**src/sv/stq_pkg.sv**
```systemverilog
// Package for the sorted timeout queue: payload types, codes and constants.
`default_nettype none
package stq_pkg;

  localparam logic [29:0] NSEC_TOP = 30'd999999999;
  localparam logic [29:0] ONE_SECOND_NS = 30'd1000000000;
  localparam logic [31:0] INT_MAX = 32'd2147483647;

  typedef enum logic [1:0] {
    CMD_ADD  = 2'd0,
    CMD_DEL  = 2'd1,
    CMD_POLL = 2'd2,
    CMD_NOP  = 2'd3
  } cmd_t;

  typedef enum logic [2:0] {
    ST_DONE    = 3'd0,
    ST_FULL    = 3'd1,
    ST_FIRED   = 3'd2,
    ST_PENDING = 3'd3,
    ST_EMPTY   = 3'd4
  } status_t;

  typedef enum logic [2:0] {
    S_IDLE,
    S_SCAN,
    S_DECIDE,
    S_OUT
  } state_t;

  typedef struct packed {
    logic [1:0]  command;
    logic [7:0]  queue_id;
    logic [15:0] handler_id;
    logic [15:0] context_id;
    logic [31:0] timeout_seconds;
    logic [29:0] timeout_nanoseconds;
    logic [31:0] elapsed_seconds;
    logic [29:0] elapsed_nanoseconds;
  } in_item_t;

  typedef struct packed {
    logic [2:0]  status;
    logic [15:0] fired_handler;
    logic [15:0] fired_context;
    logic [7:0]  fired_queue;
    logic [30:0] wait_seconds;
    logic [29:0] wait_nanoseconds;
    logic [4:0]  removed_count;
  } out_item_t;

  typedef struct packed {
    logic [31:0] secs;
    logic [29:0] nsecs;
    logic [15:0] handler;
    logic [15:0] context_id;
    logic [7:0]  queue;
  } entry_t;

endpackage
`default_nettype wire

```
**src/sv/sorted_timeout_queue_top.sv**
```systemverilog
// Top level of the sorted timeout queue: entry store, scan sequencer, result register.
//
// Input channel in_data/in_valid/in_stall carries one command item (add, delete, poll).
// Output channel out_data/out_valid/out_stall returns exactly one result item per command.
// The block takes one command at a time. A command reads entries one per cycle from
// the entry memory and writes the compacted or shifted list back one per cycle through
// a single shared update unit (elapsed-time charge, match and order compare).
// The result is registered after the walk over the held entries and the decide step,
// and the next item is taken only after that result has been taken; the walk over the
// held entries sets how long this takes when the result is not stalled.
// An add to a full table first charges and drops a duplicate in one walk; when that
// frees a slot, a second walk inserts the new entry.
// The result waits in an output register until taken; in_stall stays high meanwhile.
// Reset (rst, synchronous) empties the table; entry contents are not cleared, only the
// fill count. A stalled result holds its value until out_stall drops.
`default_nettype none
module sorted_timeout_queue_top #(
  parameter int DEPTH = 16
) (
  input  wire logic               clk,
  input  wire logic               rst,
  input  wire stq_pkg::in_item_t  in_data,
  input  wire logic               in_valid,
  output logic                    in_stall,
  output stq_pkg::out_item_t      out_data,
  output logic                    out_valid,
  input  wire logic               out_stall
);
  import stq_pkg::*;

  localparam int IW = (DEPTH > 1) ? $clog2(DEPTH) : 1;
  localparam int CW = $clog2(DEPTH + 1);

  entry_t mem [DEPTH];

  state_t state, state_next;
  in_item_t cmd;
  logic [CW-1:0] count;
  logic [CW-1:0] rd_idx;
  logic [CW-1:0] wr_idx;
  logic          dup_done;
  logic          inserted;
  logic          rescan_pass;
  logic [CW-1:0] removed;
  logic          rd_pend;
  logic [CW-1:0] rd_pend_idx;
  entry_t        rd_data;
  entry_t        held;
  logic          held_vld;
  entry_t        head;
  out_item_t     result;

  // Shared update unit: charge elapsed time and classify one entry.
  entry_t  chg;
  logic    drop;
  logic    later;
  logic [29:0] en_c, tn_c;
  entry_t  new_e;
  logic    ins_en;
  logic    put_new;
  logic    rescan;

  always_comb begin
    en_c = (cmd.elapsed_nanoseconds > NSEC_TOP) ? NSEC_TOP : cmd.elapsed_nanoseconds;
    tn_c = (cmd.timeout_nanoseconds > NSEC_TOP) ? NSEC_TOP : cmd.timeout_nanoseconds;
    new_e = '{secs: cmd.timeout_seconds, nsecs: tn_c, handler: cmd.handler_id,
              context_id: cmd.context_id, queue: cmd.queue_id};
    chg = rd_data;
    if ((cmd.command == CMD_ADD && !rescan_pass) || cmd.command == CMD_POLL) begin
      if (cmd.elapsed_seconds > rd_data.secs) begin
        chg.secs = '0;
        chg.nsecs = '0;
      end else begin
        chg.secs = rd_data.secs - cmd.elapsed_seconds;
        if (en_c > rd_data.nsecs) begin
          if (chg.secs == '0) begin
            chg.nsecs = '0;
          end else begin
            chg.secs = chg.secs - 32'd1;
            chg.nsecs = ONE_SECOND_NS - (en_c - rd_data.nsecs);
          end
        end else begin
          chg.nsecs = rd_data.nsecs - en_c;
        end
      end
    end
    drop = 1'b0;
    unique case (cmd.command)
      CMD_ADD: drop = !dup_done && chg.handler == cmd.handler_id &&
                      chg.context_id == cmd.context_id;
      CMD_DEL: drop = (cmd.queue_id == '0 || chg.queue == cmd.queue_id) &&
                      chg.context_id == cmd.context_id &&
                      (cmd.handler_id == '0 || chg.handler == cmd.handler_id);
      CMD_POLL: drop = (rd_pend_idx == '0) && chg.secs == '0 && chg.nsecs == '0;
      default: drop = 1'b0;
    endcase
    later = (cmd.timeout_seconds < chg.secs) ||
            (cmd.timeout_seconds == chg.secs && tn_c < chg.nsecs);
    // A full table only charges and drops the duplicate; insertion waits for a free slot.
    ins_en = (cmd.command == CMD_ADD) && (count < CW'(DEPTH));
    put_new = ins_en && !inserted && later;
    rescan = (state == S_DECIDE) && (cmd.command == CMD_ADD) && !ins_en &&
             (wr_idx < CW'(DEPTH));
  end

  // Write port: in ADD, a held entry is written while the new one may be inserted.
  logic           wr_en;
  logic [CW-1:0]  wr_addr;
  entry_t         wr_data;
  logic           scan_done;

  always_ff @(posedge clk) begin
    if (rst) begin
      state <= S_IDLE;
      count <= '0;
      out_valid <= 1'b0;
    end else begin
      state <= state_next;
      if (state == S_IDLE && in_valid) begin
        cmd <= in_data;
        rd_idx <= '0;
        wr_idx <= '0;
        rd_pend <= 1'b0;
        dup_done <= 1'b0;
        inserted <= 1'b0;
        rescan_pass <= 1'b0;
        removed <= '0;
        held_vld <= 1'b0;
      end
      if (state == S_SCAN) begin
        rd_pend <= (rd_idx < count);
        rd_pend_idx <= rd_idx;
        if (rd_idx < count) rd_idx <= rd_idx + 1'b1;
        if (rd_pend) begin
          if (rd_pend_idx == '0 && cmd.command == CMD_POLL) head <= chg;
          if (drop) begin
            removed <= removed + 1'b1;
            if (cmd.command == CMD_ADD) dup_done <= 1'b1;
          end else begin
            if (put_new) begin
              inserted <= 1'b1;
              held <= chg;
              held_vld <= 1'b1;
            end else if (held_vld) begin
              held <= chg;
            end
            wr_idx <= wr_idx + 1'b1;
          end
        end
      end
      if (state == S_DECIDE) begin
        if (ins_en) count <= wr_idx + 1'b1;
        else count <= wr_idx;
      end
      // Walk again to insert once the duplicate has freed a slot.
      if (rescan) begin
        rd_idx <= '0;
        wr_idx <= '0;
        rd_pend <= 1'b0;
        inserted <= 1'b0;
        held_vld <= 1'b0;
        rescan_pass <= 1'b1;
      end
      if (state == S_DECIDE && !rescan) begin
        out_valid <= 1'b1;
        out_data <= result;
      end else if (out_valid && !out_stall) begin
        out_valid <= 1'b0;
      end
    end
  end

  // Poll pops only an expired head; entries after it all shift down by one.
  always_comb begin
    wr_en = 1'b0;
    wr_addr = wr_idx;
    wr_data = chg;
    scan_done = (state == S_SCAN) && !rd_pend && (rd_idx >= count);
    if (state == S_SCAN && rd_pend && !drop) begin
      if (put_new) begin
        wr_en = 1'b1;
        wr_data = new_e;
      end else if (held_vld) begin
        wr_en = 1'b1;
        wr_data = held;
      end else begin
        wr_en = 1'b1;
      end
    end
    if (state == S_DECIDE && ins_en) begin
      wr_en = 1'b1;
      wr_data = held_vld ? held : new_e;
    end
    if (cmd.command == CMD_POLL && rd_pend && drop) wr_en = 1'b0;
  end

  // Memory: one write, one registered read.
  always_ff @(posedge clk) begin
    if (wr_en) mem[wr_addr[IW-1:0]] <= wr_data;
    rd_data <= mem[rd_idx[IW-1:0]];
  end

  // Result formation.
  always_comb begin
    result = '0;
    result.status = ST_DONE;
    unique case (cmd.command)
      CMD_ADD: if (wr_idx >= CW'(DEPTH)) result.status = ST_FULL;
      CMD_DEL: result.removed_count = (32'(removed) > 32'd31) ? 5'd31 : 5'(removed);
      CMD_POLL: begin
        if (count == '0) begin
          result.status = ST_EMPTY;
        end else if (removed != '0) begin
          result.status = ST_FIRED;
          result.fired_handler = head.handler;
          result.fired_context = head.context_id;
          result.fired_queue = head.queue;
        end else begin
          result.status = ST_PENDING;
          if (head.secs > INT_MAX) begin
            result.wait_seconds = INT_MAX[30:0];
          end else begin
            result.wait_seconds = head.secs[30:0];
            result.wait_nanoseconds = head.nsecs;
          end
        end
      end
      default: result.status = ST_DONE;
    endcase
  end

  always_comb begin
    state_next = state;
    unique case (state)
      S_IDLE:   if (in_valid) state_next = S_SCAN;
      S_SCAN:   if (scan_done) state_next = S_DECIDE;
      S_DECIDE: state_next = rescan ? S_SCAN : S_OUT;
      S_OUT:    if (!out_valid || !out_stall) state_next = S_IDLE;
      default:  state_next = S_IDLE;
    endcase
  end

  always_comb begin
    in_stall = (state != S_IDLE);
  end

  // Table never overflows.
  assert property (@(posedge clk) disable iff (rst) count <= CW'(DEPTH))
    else $error("entry count above depth");
  // A result appears only after the decide step.
  assert property (@(posedge clk) disable iff (rst)
    $rose(out_valid) |-> $past(state == S_DECIDE))
    else $error("result without decide");
  // No new item is taken while a result is held.
  assert property (@(posedge clk) disable iff (rst) out_valid |-> in_stall)
    else $error("accept while result pending");

endmodule
`default_nettype wire
```
**config.mk**
```make
export PLATFORM = sky130hd
export DESIGN_NAME = sorted_timeout_queue_top
export DESIGN_NICKNAME = d
export VERILOG_FILES = /design/src/sv/stq_pkg.sv /design/src/sv/sorted_timeout_queue_top.sv
export SDC_FILE = /design/constraint.sdc
export NUM_CORES = 2
export LEC_CHECK = 0
export BUFFER_PORTS_ARGS = -buffer_cell sky130_fd_sc_hd__buf_4
export CORE_ASPECT_RATIO = 1.25
export CORE_MARGIN = 2
export CORE_UTILIZATION = 42
export CTS_BUF_LIST = sky130_fd_sc_hd__clkbuf_4
export DETAILED_ROUTE_END_ITERATION = 8
export HOLD_SLACK_MARGIN = 0.06
export PLACE_DENSITY_LB_ADDON = 0.08
export SYNTH_ARGS = -nofsm -noshare
export SYNTH_HDL_FRONTEND = slang
export SYNTH_SLANG_ARGS = --single-unit
export TNS_END_PERCENT = 20
```
**constraint.sdc**
```tcl
create_clock -name clk -period 11.3 [get_ports clk]
set_input_delay 2.26 -clock clk [delete_from_list [all_inputs] [get_ports clk]]
set_output_delay 2.26 -clock clk [all_outputs]
set_load 0.02 [all_outputs]
```
## Yosys cells after proc, flatten, opt, wreduce, memory -nomap -nowiden

Memory sizes are Yosys's and may differ from the RTL's. A register that Yosys moved wholly into a read port is not among the register bits.
Index checks and enable logic that the tools add are counted.

| word-level totals | value |
|---|---|
| register bits after elaboration | 513 |
| bits in latches | 0 |
| memory bits (writable) | 1632 |
| ROM bits | 0 |
| output and inout port bits | 111 |
| memories kept | 1 |

| operators by class | value |
|---|---|
| add/sub/neg operators | 8 |
| multiply operators | 0 |
| div/mod/pow operators | 0 |
| $lt $le $gt $ge | 12 |
| equality and inequality tests | 12 |
| shifts and indexed selects | 0 |
| mux-type cells | 62 |
| bitwise logic cells | 4 |
| reductions and logical operators | 65 |

Memories:

| name | words | width | read ports | clocked after memory_dff | wr ports | line | RTL |
|---|---|---|---|---|---|---|---|
| mem | 16 | 102 | 1 | 1 | 1 | sorted_timeout_queue_top.sv:34 | `entry_t mem [DEPTH];` |

Operator list:

| operator | number |
|---|---|
| 102-bit two-way mux | 7 |
| 62-bit two-way mux | 2 |
| 30-bit two-way mux | 4 |
| 32-bit zero test | 2 |
| 32-bit two-way mux | 2 |
| 30-bit > comparator (second input constant) | 2 |
| 5-bit two-way mux | 12 |
| 30-bit subtractor | 2 |
| 16-bit == test | 2 |
| 32-bit == test | 1 |
| 32-bit by 31-bit > comparator with 1-bit output (second input constant) | 1 |
| 32-bit > comparator | 1 |
| 32-bit less-than comparator | 1 |
| 32-bit by 1-bit subtractor with 32-bit output (second input constant) | 1 |
| 32-bit subtractor | 1 |
| 31-bit two-way mux | 1 |
| 30-bit > comparator | 1 |
| 30-bit zero test | 1 |
| 30-bit less-than comparator | 1 |
| 30-bit subtractor (first input constant) | 1 |
| 1-bit two-way mux | 26 |
| 1-bit logical AND | 25 |
| 16-bit zero test | 1 |
| 5-bit by 1-bit adder with 5-bit output (second input constant) | 3 |
| 31 further kinds | 62 |

## Longest topological paths before layout

| depth | value |
|---|---|
| word-level depth | 19 |
| depth in mapped cells | 41 |
| gate-level depth less buffers | 36 |

## Worst setup path after synthesis

OpenSTA, ideal clock, no wires.

| timing | value |
|---|---|
| path type | reg-to-reg |
| start point | reg cmd[18] (netlist name) |
| end point | reg held[0] (netlist name), enable pin |
| library setup time | 0.564 ns |
| arrival time | 11.446 ns |
| data required time | 10.736 ns |
| slack | -0.711 ns |
| cell stages (with the launch flop) | 35 |
| path buffers | 4 |
| cell sequence | edfxtp_1 or3b_1 a2111oi_2 o21a_1 buf_4 clkbuf_1 or3_1 inv_1 fa_1 a31oi_1 o21ai_0 a21oi_1 o21ai_0 a221o_1 a211o_1 or4_1 a311oi_1 xnor2_1 o21ai_0 inv_1 ha_1 nor2b_1 o21ai_0 nand2b_1 a21oi_1 nor2b_1 o21ai_0 nand2b_1 a2111oi_0 o311ai_0 o21ai_1 clkbuf_1 clkbuf_1 o21ai_0 nor2_1 |

RTL lines:

| element | line | RTL |
|---|---|---|
| from (decl) | sorted_timeout_queue_top.sv:37 | `in_item_t cmd;` |
| from (signal assigned) | sorted_timeout_queue_top.sv:120 | `cmd <= in_data;` |
| to (signal assigned) | sorted_timeout_queue_top.sv:142 | `held <= chg;` |
| to (signal assigned) | sorted_timeout_queue_top.sv:145 | `held <= chg;` |
| to (decl) | sorted_timeout_queue_top.sv:48 | `entry_t held;` |

==> reports/summary.txt <==
# DRC - 0
Highest clock rate - 93.29 MHz
Worst Path Max Fanout - 93
Min-delay worst type - flop to flop
Via count - 62550
Later-pin clock latency in the skew report - 1360 ps
I/O pin total - 281
Post-DP HPWL - 210800 um
Worst setup EP type - flop
Sequential area share after synthesis - 68.08%
Maxcap violations - 1
Startpoint types - flop
Run status - finished, violations left
Largest net degree at the start of global routing - 112
WHS Endpoint - head[22]
Final Cell Area - 112000 um^2
Clock skew - 142.4 ps
RSZ-0062 raised after global routing - false
Min Tclk post-route - 10720 ps
Clock tree from TritonCTS - yes
Netlist cell types - 103
Synthesized net count - 6781
Seq cells post-synth - 2246
Drt pass-1 iters - 6
Core Region - 230500 um^2
Endpoints failing setup - 0
Synth Instances - 6416
R2r setup slk - 580 ps
Yosys synthesis warning count - 0
Fraction of synthesis flops using an asynchronous set or reset pin - 0%
Post-CTS Hold Buffers - 0
Bufs on Longest Clock Path - 4
Post-Syn Area - 97450 um^2
Setup TNS - 0 ps
Port Buffers - 280
Setup CP Type - flop to flop
Clk slew on worst S/H paths - 70 ps
Synth area leader - edfxtp_1
Max IR drop VDD - 0.00009947 V
Reg-to-reg endpoint - mem[13][91]
Layout cells sized above 1 - 24.26%
Final period util - 94.86%
Commonest non-fill, non-tap cell in the layout - edfxtp_1
Number of global-route vias before repair - 63290
Overflow left after global routing - 0
Hold_sp - chg[22]
Top cells by area, synth - edfxtp_1 (66%), mux4_2 (4.7%), mux2i_1 (4.6%)
Routed WL - 333200 um
Slew headroom - -1.770%
Site Rows - 197
Die W - 434.8 um
Final Max Slew Viols - 1
Fin nets - 7489
Leakage - 39.27 nW
GPL Wtd Cong - 0.9784
Clk sinks - 2246
Failing checks - capacitance limit, slew limit
Cts repair resizes - 0
Cell Pwr Density - 194.3 nW/um^2
Initial antenna violation count - 25
Post-synth top area share - 65.82%
Detailed Route Iter0 Violations - 5378
Worst reg2reg path depth - 26
Final Core Density - 48.58%
Least-Margin Pin Slew - 1488 ps
WL per Instance - 31.23 um
Gr usage total - 27.80%
FILL cells - 20080
H-tree Lvls - 6
Routed Antenna Nets - 0
Design Power - 21.75 mW
Chip height - 542.6 um
Predominant post-synthesis flop cell - edfxtp_1
CP required - 12170 ps
Commonest non-fill, non-tap cells in the layout - edfxtp_1 (2136), clkbuf_4 (854), mux2i_1 (450)
TritonCTS buffer count - 581
Syn-to-layout area delta - 14.89%
RR Startpoint - cmd[10]
Postcts setup bufs - 0
Post-synth EDFFs - 2136
WHS Path Cells - 0
Clock root buffer - clkbuf_4
Starting Density - 42.29%
Die ar. - 235900 um^2
CP startpoint - cmd[10]
Global-route wire length before repair - 468800 um
Critical path arrival - 11590 ps
Via density - 5.862
Final hold viol count - 0
Dpl cell area - 104500 um^2
Syn avg cell area - 15.19 um^2
## worst max path at each step
stage                       end  slack [ps]  cells after the start
finish              mem[13][91]         580                     26
global route         mem[3][91]         510                     26
CTS                  mem[0][90]         750                     26
detailed placement   mem[6][90]         850                     26
global placement     mem[6][90]         940                     26
floorplan             out_valid         720                      2
## stage by stage
step	setup slack [ps]	hold slack (ps)	instances
final	580.3	484.4	10670
after global routing	505.2	503.0	10660
after CTS	745.7	467.2	10660
after detailed placement	853.4	503.2	9624
after global placement	942.4	498.0	9624
after floorplan	717.3	452.3	6416
## per-layer routing
metal  track usage [%]  routed length (um)  up-vias
li1                  -                   -    27080
met1             34.72              133800    32210
met2             45.93              160400     2524
met3             4.791               19050      715
met4             15.52               19840       18
met5                 0                 129        -
## state kept, by name (all words and copies together) (netlist names)
name and cells:
mem 1632, cmd 166, out_data 109, head 102
held 102, rd_data 62, chg 40, count 5
rd_idx 5, rd_pend_idx 5, removed 5, wr_addr 5
state 2, dup_done 1, held_vld 1, inserted 1
out_valid 1, rd_pend 1, rescan_pass 1
## area by class of cell
cell class	count	area [um^2]	area share, %
clock buffers	854	6411	5.726
inverters	207	777.0	0.6940
flip-flops and latches	2246	66340	59.25
repair buffers	480	4185	3.738
clock inverters	178	1021	0.9119
well taps	3084	3859	3.446
multi-input cells	3608	29340	26.20
diodes	13	32.53	0.02905
## cells in the mapped netlist, types with 15 or more instances
| cell type | instances |
|---|---|
| edfxtp_1 | 2136 |
| a31oi_1 | 24 |
| xor2_1 | 74 |
| dfxtp_1 | 110 |
| a22oi_1 | 109 |
| o211ai_1 | 17 |
| mux2i_1 | 450 |
| or3_1 | 23 |
| a211oi_1 | 90 |
| buf_1 | 43 |
| nor2_1 | 250 |
| nand4_1 | 49 |
| a21oi_1 | 257 |
| mux2_2 | 106 |
| buf_2 | 26 |
| a21o_1 | 46 |
| xnor2_1 | 57 |
| a221oi_1 | 164 |
| nor2b_1 | 28 |
| o21ai_0 | 404 |
| o221a_2 | 31 |
| and3_1 | 44 |
| clkbuf_1 | 276 |
| o21ai_1 | 16 |
| inv_1 | 205 |
| mux4_2 | 204 |
| nand2_1 | 370 |
| nand2b_1 | 73 |
| o21bai_1 | 21 |
| and2_1 | 111 |
| o31ai_1 | 18 |
| nand3_1 | 48 |
| o21a_1 | 23 |
| nor4_1 | 35 |
| fa_1 | 15 |
| ha_1 | 180 |
| nor3_1 | 45 |
## power by group
part           total (mW)  leakage (nW)  internal, mW  switching [mW]
clock                7.12          4.40          3.70            3.42
combinational        4.48          14.6          1.46            3.02
sequential           10.2          20.3          9.88           0.275
total                21.8          39.3          15.0            6.71
## cells by family (layout without fill, tap and decap cells)
logic type / Yosys count / after routing / synth area share, %
flip-flops: 2246 / 2246 / 68.08
AO/OA/AOI/OAI: 1367 / 1367 / 9.383
AND/OR/NAND/NOR: 1155 / 1155 / 5.934
multiplexers: 760 / 760 / 10.56
buffers and inverters: 562 / 1719 / 2.247
adder cells (fa/ha/maj): 195 / 195 / 2.619
XOR/XNOR: 131 / 131 / 1.177
other: 0 / 13 / 0
## critical path: stages (launching register included)
cell,delay [ps]
edfxtp_1,400
o21ai_0,330
a2111oi_2,160
o21a_1,190
buf_4,190
nor2_1,630
nand2_1,190
ha_1,290
fa_1,440
a31oi_1,170
o21ai_0,100
a21oi_1,270
o21ai_0,140
a221o_1,410
a211o_1,390
or4_1,640
a311oi_1,480
xnor2_1,230
o21ai_2,100
buf_4,240
a2111oi_0,1230
nand4_1,500
nor4_1,570
a21o_4,230
buf_12,530
a211oi_1,150
a221oi_2,920
No activity file was read; power rests on OpenSTA's default activity.
